`config.mk`:
```
export PLATFORM = sky130hd
export DESIGN_NAME = rle_glyph_expander_with_clip_top
export DESIGN_NICKNAME = d
export VERILOG_FILES = /design/src/rgx_pkg.sv /design/src/rgx_ctrl.sv /design/src/rgx_dp.sv /design/src/rle_glyph_expander_with_clip_top.sv
export SDC_FILE = /design/constraint.sdc
export NUM_CORES = 1
export LEC_CHECK = 0
export ABC_AREA = 1
export BUFFER_PORTS_ARGS = -buffer_cell sky130_fd_sc_hd__buf_2
export CORE_MARGIN = 5
export CORE_UTILIZATION = 50
export DETAILED_ROUTE_END_ITERATION = 8
export GPL_TIMING_DRIVEN = 0
export MAX_ROUTING_LAYER = met4
export PLACE_DENSITY = 0.66
export SYNTH_ARGS = -nofsm -noshare
export SYNTH_HDL_FRONTEND = slang
export SYNTH_SLANG_ARGS = --single-unit
export TNS_END_PERCENT = 20
```
`constraint.sdc`:
```
create_clock -name clk -period 13.98 [get_ports clk]
set_clock_uncertainty 0.2 [all_clocks]
set_input_delay 0.699 -clock clk [delete_from_list [all_inputs] [get_ports clk]]
set_output_delay 0.699 -clock clk [all_outputs]
set_load 0.02 [all_outputs]
```
`src/rgx_pkg.sv`:
```
// shared types, constants and register codes for the rle glyph expander
`default_nettype none
package rgx_pkg;

	localparam int unsigned BYTE_W       = 8;
	localparam int unsigned RUN_W        = 7;
	localparam int unsigned POS_W        = 16;
	localparam int unsigned CFG_IDX_W    = 2;
	localparam int unsigned DIV_BITS     = 2;
	localparam int unsigned DIV_ITERS    = POS_W / DIV_BITS;
	localparam int unsigned DIV_CNT_W    = $clog2(DIV_ITERS);

	localparam logic [BYTE_W-1:0] PIX_ALL      = 8'hFF;
	localparam logic [RUN_W-1:0]  RUN_MASK     = 7'h7F;
	localparam int unsigned       LITERAL_BIT  = 7;

	localparam logic [BYTE_W-1:0] GW_RESET  = 8'd8;
	localparam logic [BYTE_W-1:0] VW_RESET  = 8'd8;
	localparam logic [BYTE_W-1:0] RC_RESET  = 8'd1;
	localparam logic              INV_RESET = 1'b0;

	typedef enum logic [CFG_IDX_W-1:0] {
		REG_GLYPH_WIDTH   = 2'd0,
		REG_VISIBLE_WIDTH = 2'd1,
		REG_ROW_COUNT     = 2'd2,
		REG_INVERT        = 2'd3
	} cfg_reg_t;

	typedef struct packed {
		logic [BYTE_W-1:0] code_byte;
		logic              start_glyph;
	} item_t;

	typedef struct packed {
		logic [BYTE_W-1:0] pixel_byte;
		logic [POS_W-1:0]  repeat_count;
		logic              glyph_done;
		logic              bad_data;
	} result_t;

	typedef struct packed {
		logic [BYTE_W-1:0] glyph_width;
		logic [BYTE_W-1:0] visible_width;
		logic [BYTE_W-1:0] row_count;
		logic              invert;
	} cfg_t;

	typedef enum logic [2:0] {
		ST_IDLE,
		ST_START,
		ST_DECODE,
		ST_WRAP,
		ST_PART,
		ST_DIV,
		ST_MUL,
		ST_OUT
	} ctrl_state_t;

	typedef struct packed {
		logic load_in;
		logic start;
		logic decode;
		logic wrap;
		logic part;
		logic div_step;
		logic mul;
		logic fin;
	} dp_cmd_t;

	typedef struct packed {
		logic active;
		logic header_only;
		logic div_skip;
		logic div_last;
		logic slot_free;
	} dp_status_t;

endpackage
`default_nettype wire

```
`src/rgx_ctrl.sv`:
```
// controller state machine sequencing one request through the datapath
`default_nettype none
module rgx_ctrl (
	input  wire                 clk,
	input  wire                 arst_n,
	input  wire                 item_valid,
	output logic                item_ready,
	input  rgx_pkg::dp_status_t status,
	output rgx_pkg::dp_cmd_t    cmd
);
	import rgx_pkg::*;

	ctrl_state_t state_q;
	ctrl_state_t state_next;

	always_ff @(posedge clk or negedge arst_n) begin
		if (!arst_n) begin
			state_q <= ST_IDLE;
		end else begin
			state_q <= state_next;
		end
	end

	always_comb begin
		state_next = state_q;
		unique case (state_q)
			ST_IDLE: begin
				if (item_valid) state_next = ST_START;
			end
			ST_START: state_next = ST_DECODE;
			ST_DECODE: begin
				if (!status.active || status.header_only) state_next = ST_IDLE;
				else state_next = ST_WRAP;
			end
			ST_WRAP: state_next = ST_PART;
			ST_PART: state_next = ST_DIV;
			ST_DIV: begin
				if (status.div_skip) state_next = ST_OUT;
				else if (status.div_last) state_next = ST_MUL;
			end
			ST_MUL: state_next = ST_OUT;
			ST_OUT: begin
				if (status.slot_free) state_next = ST_IDLE;
			end
			default: state_next = ST_IDLE;
		endcase
	end

	always_comb begin
		cmd        = '0;
		item_ready = 1'b0;
		unique case (state_q)
			ST_IDLE: begin
				item_ready  = 1'b1;
				cmd.load_in = item_valid;
			end
			ST_START:  cmd.start    = 1'b1;
			ST_DECODE: cmd.decode   = status.active;
			ST_WRAP:   cmd.wrap     = 1'b1;
			ST_PART:   cmd.part     = 1'b1;
			ST_DIV:    cmd.div_step = !status.div_skip;
			ST_MUL:    cmd.mul      = 1'b1;
			ST_OUT:    cmd.fin      = status.slot_free;
			default: begin
				cmd        = '0;
				item_ready = 1'b0;
			end
		endcase
	end

endmodule
`default_nettype wire

```
`src/rgx_dp.sv`:
```
// datapath: run and position state, column coverage, divider and result register
`default_nettype none
module rgx_dp (
	input  wire                 clk,
	input  wire                 arst_n,
	input  rgx_pkg::item_t      item,
	input  rgx_pkg::cfg_t       cfg,
	input  rgx_pkg::dp_cmd_t    cmd,
	output rgx_pkg::dp_status_t status,
	output rgx_pkg::result_t    result,
	output logic                result_valid,
	input  wire                 result_ready
);
	import rgx_pkg::*;

	logic [BYTE_W-1:0]    code_q;
	logic                 start_q;
	logic [RUN_W-1:0]     run_left_q;
	logic                 repeat_q;
	logic [BYTE_W-1:0]    col_q;
	logic [POS_W-1:0]     pos_left_q;
	logic                 active_q;
	logic [POS_W-1:0]     n_q;
	logic [POS_W-1:0]     n_orig_q;
	logic [POS_W-1:0]     total_q;
	logic [BYTE_W-1:0]    rem_q;
	logic [DIV_CNT_W-1:0] div_cnt_q;
	logic                 bad_q;
	result_t              result_q;
	logic                 result_valid_q;

	logic [BYTE_W-1:0]    vis;
	logic [BYTE_W-1:0]    inv_mask;
	logic [POS_W-1:0]     glyph_size;
	logic [POS_W-1:0]     run_ext;
	logic [POS_W-1:0]     run_n;
	logic [BYTE_W-1:0]    room;
	logic [POS_W-1:0]     k;
	logic [BYTE_W:0]      ck;
	logic [BYTE_W:0]      ck_clip;
	logic [BYTE_W:0]      part_vis;
	logic                 part_do;
	logic [BYTE_W-1:0]    dv_r;
	logic [POS_W-1:0]     dv_q;
	logic [BYTE_W:0]      dv_t;
	logic [POS_W+BYTE_W-1:0] mul_full;
	logic [BYTE_W-1:0]    rem_vis;
	logic [POS_W-1:0]     pos_next;
	logic                 slot_free;

	// visible columns saturate at the row width
	assign vis        = (cfg.visible_width < cfg.glyph_width) ? cfg.visible_width
	                                                          : cfg.glyph_width;
	assign inv_mask   = {BYTE_W{cfg.invert}};
	assign glyph_size = {{(POS_W-BYTE_W){1'b0}}, cfg.glyph_width}
	                  * {{(POS_W-BYTE_W){1'b0}}, cfg.row_count};
	assign run_ext    = {{(POS_W-RUN_W){1'b0}}, run_left_q};
	assign run_n      = (run_ext < pos_left_q) ? run_ext : pos_left_q;

	// partial first row
	assign room     = cfg.glyph_width - col_q;
	assign k        = ({{(POS_W-BYTE_W){1'b0}}, room} < n_q)
	                  ? {{(POS_W-BYTE_W){1'b0}}, room} : n_q;
	assign ck       = {1'b0, col_q} + {1'b0, k[BYTE_W-1:0]};
	assign ck_clip  = (ck < {1'b0, vis}) ? ck : {1'b0, vis};
	assign part_vis = (col_q < vis) ? (ck_clip - {1'b0, col_q}) : '0;
	assign part_do  = (cfg.glyph_width != '0) && (n_q != '0) && (col_q != '0);

	// restoring division, two quotient bits per step
	always_comb begin
		dv_r = rem_q;
		dv_q = n_q;
		dv_t = '0;
		for (int i = 0; i < DIV_BITS; i++) begin
			dv_t = {dv_r, dv_q[POS_W-1]};
			dv_q = {dv_q[POS_W-2:0], 1'b0};
			if (dv_t >= {1'b0, cfg.glyph_width}) begin
				dv_t    = dv_t - {1'b0, cfg.glyph_width};
				dv_q[0] = 1'b1;
			end
			dv_r = dv_t[BYTE_W-1:0];
		end
	end

	assign mul_full = {{BYTE_W{1'b0}}, n_q} * {{POS_W{1'b0}}, vis};
	assign rem_vis  = (rem_q < vis) ? rem_q : vis;
	assign pos_next = pos_left_q - n_orig_q;
	assign slot_free = !result_valid_q || result_ready;

	always_ff @(posedge clk) begin
		if (cmd.load_in) begin
			code_q  <= item.code_byte;
			start_q <= item.start_glyph;
		end
	end

	always_ff @(posedge clk or negedge arst_n) begin
		if (!arst_n) begin
			run_left_q <= '0;
			repeat_q   <= 1'b0;
			col_q      <= '0;
			pos_left_q <= '0;
			active_q   <= 1'b0;
			div_cnt_q  <= '0;
		end else begin
			if (cmd.start && start_q) begin
				run_left_q <= '0;
				repeat_q   <= 1'b0;
				col_q      <= '0;
				pos_left_q <= glyph_size;
				active_q   <= (glyph_size != '0);
			end
			if (cmd.decode) begin
				if (run_left_q == '0) begin
					repeat_q <= !code_q[LITERAL_BIT] && (code_q[RUN_W-1:0] != '0);
					run_left_q <= code_q[RUN_W-1:0] & RUN_MASK;
				end else if (repeat_q) begin
					run_left_q <= '0;
				end else begin
					run_left_q <= run_left_q - 1'b1;
				end
			end
			if (cmd.wrap) begin
				if ((n_q != '0) && (col_q >= cfg.glyph_width)) col_q <= '0;
			end
			if (cmd.part) begin
				div_cnt_q <= '0;
				if (part_do) col_q <= (ck >= {1'b0, cfg.glyph_width}) ? '0
				                                                    : ck[BYTE_W-1:0];
			end
			if (cmd.div_step) div_cnt_q <= div_cnt_q + 1'b1;
			if (cmd.mul) col_q <= rem_q;
			if (cmd.fin) begin
				pos_left_q <= pos_next;
				if (pos_next == '0) begin
					active_q   <= 1'b0;
					run_left_q <= '0;
					repeat_q   <= 1'b0;
				end
			end
		end
	end

	// work registers of the coverage computation
	always_ff @(posedge clk) begin
		if (cmd.decode) begin
			total_q <= '0;
			if (run_left_q == '0) begin
				n_q      <= pos_left_q;
				n_orig_q <= pos_left_q;
				bad_q    <= (code_q[RUN_W-1:0] == '0);
			end else begin
				bad_q <= 1'b0;
				if (repeat_q) begin
					n_q      <= run_n;
					n_orig_q <= run_n;
				end else begin
					n_q      <= {{(POS_W-1){1'b0}}, 1'b1};
					n_orig_q <= {{(POS_W-1){1'b0}}, 1'b1};
				end
			end
		end
		if (cmd.wrap) begin
			if ((n_q != '0) && (col_q >= cfg.glyph_width)) n_q <= n_q - 1'b1;
		end
		if (cmd.part) begin
			rem_q <= '0;
			if (part_do) begin
				n_q     <= n_q - k;
				total_q <= total_q + {{(POS_W-BYTE_W){1'b0}}, part_vis[BYTE_W-1:0]};
			end
		end
		if (cmd.div_step) begin
			n_q   <= dv_q;
			rem_q <= dv_r;
		end
		if (cmd.mul) begin
			total_q <= total_q + mul_full[POS_W-1:0]
			         + {{(POS_W-BYTE_W){1'b0}}, rem_vis};
		end
		if (cmd.fin) begin
			result_q.pixel_byte   <= (bad_q ? PIX_ALL : code_q) ^ inv_mask;
			result_q.repeat_count <= total_q;
			result_q.glyph_done   <= (pos_next == '0);
			result_q.bad_data     <= bad_q;
		end
	end

	always_ff @(posedge clk or negedge arst_n) begin
		if (!arst_n) begin
			result_valid_q <= 1'b0;
		end else if (cmd.fin) begin
			result_valid_q <= 1'b1;
		end else if (result_ready) begin
			result_valid_q <= 1'b0;
		end
	end

	assign result       = result_q;
	assign result_valid = result_valid_q;

	assign status.active      = active_q;
	assign status.header_only = (run_left_q == '0) && (code_q[RUN_W-1:0] != '0);
	assign status.div_skip    = (div_cnt_q == '0)
	                          && ((n_q == '0) || (cfg.glyph_width == '0));
	assign status.div_last    = (div_cnt_q == DIV_CNT_W'(DIV_ITERS - 1));
	assign status.slot_free   = slot_free;

endmodule
`default_nettype wire

```
`src/rle_glyph_expander_with_clip_top.sv`:
```
// top level of the rle glyph expander: config registers, controller and datapath
//
// usage:
//   item channel (item_valid/item_ready/item) takes one compressed glyph byte per
//   request; start_glyph marks the first byte of a glyph and reloads the position
//   count with glyph_width * row_count
//   result channel (result_valid/result_ready/result) gives one pixel byte and its
//   visible copy count per data byte, or one fill result on a zero-count header
//   cfg channel writes glyph_width, visible_width, row_count, invert by index;
//   it is always ready; it must be written only while the block is idle, unchecked
// timing:
//   one request at a time; a header or idle byte ends after the decode state; a
//   data byte passes wrap and part, the divider and multiply if needed, and the
//   output state; the 8-step radix-4 divider splits the covered positions into
//   whole rows and a remainder; the result sits in an output register, so the
//   next request is taken while a result still waits; a stalled receiver holds
//   the block only once the next result is ready to go out
// reset:
//   arst_n clears the run, column, position count and active flag, empties the
//   output register and loads the register defaults (8, 8, 1, no invert)
`default_nettype none
module rle_glyph_expander_with_clip_top (
	input  wire                                clk,
	input  wire                                arst_n,
	input  wire                                item_valid,
	output logic                               item_ready,
	input  rgx_pkg::item_t                     item,
	output logic                               result_valid,
	input  wire                                result_ready,
	output rgx_pkg::result_t                   result,
	input  wire                                cfg_valid,
	output logic                               cfg_ready,
	input  wire  [rgx_pkg::CFG_IDX_W-1:0]      cfg_index,
	input  wire  [rgx_pkg::BYTE_W-1:0]         cfg_data
);
	import rgx_pkg::*;

	cfg_t       cfg_q;
	dp_cmd_t    cmd;
	dp_status_t status;

	// config writes land at once, the port never stalls
	assign cfg_ready = 1'b1;

	always_ff @(posedge clk or negedge arst_n) begin
		if (!arst_n) begin
			cfg_q.glyph_width   <= GW_RESET;
			cfg_q.visible_width <= VW_RESET;
			cfg_q.row_count     <= RC_RESET;
			cfg_q.invert        <= INV_RESET;
		end else if (cfg_valid && cfg_ready) begin
			unique case (cfg_reg_t'(cfg_index))
				REG_GLYPH_WIDTH:   cfg_q.glyph_width   <= cfg_data;
				REG_VISIBLE_WIDTH: cfg_q.visible_width <= cfg_data;
				REG_ROW_COUNT:     cfg_q.row_count     <= cfg_data;
				REG_INVERT:        cfg_q.invert        <= cfg_data[0];
				default:           cfg_q               <= cfg_q;
			endcase
		end
	end

	// sequencing of one request
	rgx_ctrl u_ctrl (
		.clk        (clk),
		.arst_n     (arst_n),
		.item_valid (item_valid),
		.item_ready (item_ready),
		.status     (status),
		.cmd        (cmd)
	);

	// run state, coverage math and the output register
	rgx_dp u_dp (
		.clk          (clk),
		.arst_n       (arst_n),
		.item         (item),
		.cfg          (cfg_q),
		.cmd          (cmd),
		.status       (status),
		.result       (result),
		.result_valid (result_valid),
		.result_ready (result_ready)
	);

	// a fill result always closes the glyph
	a_bad_ends_glyph: assert property (@(posedge clk) disable iff (!arst_n)
		(result_valid && result.bad_data) |-> result.glyph_done)
		else $error("bad_data result without glyph_done");

	// after a result is loaded the glyph stays open exactly when it is not done
	a_done_clears_active: assert property (@(posedge clk) disable iff (!arst_n)
		cmd.fin |=> (result.glyph_done != status.active))
		else $error("glyph_done and active flag disagree");

	// the divider never runs against a zero row width
	a_div_nonzero: assert property (@(posedge clk) disable iff (!arst_n)
		cmd.div_step |-> (cfg_q.glyph_width != '0))
		else $error("division step with zero glyph width");

endmodule
`default_nettype wire
```
==> results.yml <==
sta:
  maxSlewHeadroom_pct: 39.4
  post-route-period-util_pct: 79.3
  finalSetupTns_ps: 0
  setup_violations: 0
  fin_crit_ps: 11090
  hold_slack_ps: 157
  worstMarginPinSlew_ps: 909
  timing.fmax_ghz: 0.0901
  drv_slew: 0
  number_of_hold_slack_violations_in_the_final_timing_report: 0
  setup_repair_after_global_routing_missed_its_margin: "no"
synth:
  cell_types_with_the_largest_area_share_after_synthesis: "sky130_fd_sc_hd__ha_1 14%, sky130_fd_sc_hd__fa_1 14%, sky130_fd_sc_hd__edfxtp_1 10%"
  synth_top_cell_by_area: "sky130_fd_sc_hd__ha_1"
  postSynthRegisterBits: 157
  mappedNetlistNets: 2696
  yosysUniqueCellTypes: 67
  synth_enable_flop_cells: 60
  post_synth_and_or_nand_nor_area_fraction_pct: 19.6
  combinational_family_with_the_most_area_after_synthesis: "adder cells"
  synth-warning-count: 0
  synth_seq_area_share_pct: 22.8
  area_fraction_in_compound_gates_after_synthesis_pct: 14.2
  muxShareOfSynthArea_pct: 0
  synth_fa_ha_area_share_pct: 27.6
  area_share_of_the_largest_cell_type_after_synthesis_pct: 13.8
  post_synth_instance_area_mm2: 0.0178
  async_flop_share_pct: 41.4
  most_common_flop_cell_mapped_by_yosys: "sky130_fd_sc_hd__dfrtp_1"
  yosys.area_share.xor_xnor_pct: 4.51
  synthCells: 2352
  mean_post_synth_cell_area_um2: 7.59
flow_run:
  maxCapViolations: 0
grt:
  gr-usage-all-layers_pct: 28.3
  wire_length_of_the_first_global_routing_pass_mm: 85.1
  grt_antenna_before_repair: 0
  grt_pass1_vias: 15800
  grt_start_max_net_pins: 66
  grt_overflow_total: 0
floorplanning:
  die_height_um: 199
  fp.dieW_um: 199
  num_rows: 69
  die_area_mm2: 0.0396
  core_region_area_mm2: 0.0354
  starting_density_of_the_core_pct: 50.4
  pin_count: 53
critical_path:
  cp_max_fo: 10
  timing.rr.end: "u_dp.total_q[15]"
  worst_path_largest_cell_delay_ps: 470
  worst_setup_path_startpoint: "cfg_q[17]"
  required_ps: 14130
  worst-r2r-cell-count: 57
  crit_type: "flip-flop to flip-flop"
  setup.reg_to_reg.worst_slack_ps: 2890
  critPathArrivalTime_ps: 11240
  critPathSlowestCell: "sky130_fd_sc_hd__xor2_1"
  cp-endpoint: "u_dp.total_q[15]"
  worst_setup_start_kind: "flip-flop"
  critical_path.most_common_cell: "sky130_fd_sc_hd__nor2_1"
  timing.rr.start: "cfg_q[17]"
  crit_path_end_kind: "flip-flop"
placed_design:
  place.gp.congestion: 0.983
  dpl.cell_count: 2865
  buffer_ports.inserted: 51
  detailed_placement_wirelength_estimate_mm: 43.0
cells_and_area:
  num_antenna_cells: 0
  fin_nets: 2767
  fin_cells: 2897
  layout-drive-gt1-share_pct: 6.61
  area_growth_pct: 7.94
clocking:
  hold_buffers: 0
  cts.sinks: 157
  clkLatencyLatePin_ps: 460
  clk_transition_reported_paths_ps: 70
  post-cts-setup-buffer-count: 0
  cts_max_level: 4
  cts_inserted_buffers: 17
  clock_path_buffers: 2
  postCtsResizedCells: 0
  ctsRootBufferMaster: "sky130_fd_sc_hd__clkbuf_16"
  cts_tree: "done"
route:
  remaining_drc_errors: 0
  drtAntennaViolNets: 0
  route.detailed.vias_per_inst: 5.62
  detail_route.iter0.violations: 1351
  drt_wl_total_mm: 53.8
  vias: 16300
  avgRoutedWirePerCell_um: 18.6
  drt_pass1_iterations: 8
hold_path:
  hp_class: "primary input to asynchronous set/reset pin"
outcome:
  outcome: "finished clean"
final cells by class:
cell class | count | area, um^2
fill | 3410 | 16100
multi-input combinational | 1683 | 11800
sequential | 157 | 4070
inverter | 445 | 1680
tap | 461 | 577
clock buffer | 19 | 433
buffer | 67 | 325
timing repair buffer | 52 | 278
clock inverter | 13 | 128
cell usage in the layout (no fill, tap or decap), types with 34 or more instances in the layout:
cell type / netlist / routed
sky130_fd_sc_hd__nand2_1: 445 / 445
sky130_fd_sc_hd__inv_1: 431 / 431
sky130_fd_sc_hd__nor2_1: 202 / 202
sky130_fd_sc_hd__ha_1: 197 / 197
sky130_fd_sc_hd__o21ai_0: 155 / 155
sky130_fd_sc_hd__a21oi_1: 151 / 151
sky130_fd_sc_hd__fa_1: 123 / 123
sky130_fd_sc_hd__nand3_1: 88 / 88
sky130_fd_sc_hd__buf_2: 24 / 75
sky130_fd_sc_hd__xor2_1: 72 / 72
sky130_fd_sc_hd__dfrtp_1: 62 / 62
sky130_fd_sc_hd__edfxtp_1: 60 / 60
sky130_fd_sc_hd__clkbuf_1: 33 / 34
worst min-delay path by stage:
stage / startpoint / endpoint / cells after the start
3_5_place_dp: u_dp.total_q[8] / u_dp.result[10] / 0
5_1_grt: item[4] / u_dp.code_q[3] / 1
3_3_place_gp: u_dp.total_q[9] / u_dp.result[11] / 0
6_report: arst_n / u_dp.run_left_q[1] / 1
2_1_floorplan: arst_n / cfg_q[0] / 0
4_1_cts: arst_n / u_dp.pos_left_q[2] / 1
per-stage QoR:
stage	worst slack [ps]	area [um^2]	util, %
4_1_cts	3160	19300	54.4
5_1_grt	2180	19300	54.4
3_3_place_gp	3340	18700	52.8
2_1_floorplan	5290	17800	-
6_report	2890	19300	54.4
3_5_place_dp	3210	18700	52.8
state kept, by name (all words and copies together), names as in the netlist, 8 cells and up:
name and cells:
u_dp.result 26, u_dp.col_q 8, cfg_q 25, u_dp.n_orig_q 16
u_dp.pos_left_q 16, u_dp.code_q 8, u_dp.rem_q 8, u_dp.total_q 16
u_dp.n_q 16
metal layers:
layer | track usage, % | routed length (um)
met5 | - | 0
met4 | 8.46 | 1740
met3 | 3.83 | 4080
met2 | 44.2 | 23800
met1 | 38.8 | 24100
worst max-delay path: cells and delay by family (launching register included):
| family | cells | cell delay (ps) |
|---|---|---|
| compound gates | 16 | 2860 |
| simple gates | 22 | 2710 |
| fa+ha+maj | 8 | 2460 |
| buf+inv | 8 | 1470 |
| xor+xnor | 3 | 820 |
| flops | 1 | 460 |
cells by family (layout without fill, tap and decap cells):
kind of cell,Yosys count,after routing
adders and majority gates,320,320
AOI/OAI and AO/OA,441,441
other,1,1
xor gates and xnor gates,92,92
buffers and inverters,512,596
and+or+nand+nor,829,829
DFF,157,157
Yosys cell counts (20+ instances only):
| library cell | number |
|---|---|
| sky130_fd_sc_hd__xor2_1 | 72 |
| sky130_fd_sc_hd__clkbuf_1 | 33 |
| sky130_fd_sc_hd__nand4_1 | 22 |
| sky130_fd_sc_hd__inv_1 | 431 |
| sky130_fd_sc_hd__o21ai_0 | 155 |
| sky130_fd_sc_hd__nor3_1 | 26 |
| sky130_fd_sc_hd__buf_2 | 24 |
| sky130_fd_sc_hd__xnor2_1 | 20 |
| sky130_fd_sc_hd__o21ai_1 | 26 |
| sky130_fd_sc_hd__nand3_1 | 88 |
| sky130_fd_sc_hd__nor2_1 | 202 |
| sky130_fd_sc_hd__dfrtp_1 | 62 |
| sky130_fd_sc_hd__edfxtp_1 | 60 |
| sky130_fd_sc_hd__ha_1 | 197 |
| sky130_fd_sc_hd__fa_1 | 123 |
| sky130_fd_sc_hd__nand2_1 | 445 |
| sky130_fd_sc_hd__dfxtp_1 | 32 |
| sky130_fd_sc_hd__a21oi_1 | 151 |
Power is not shown: default switching activity piles up to over one toggle a cycle in this logic, so the estimate is an artifact.
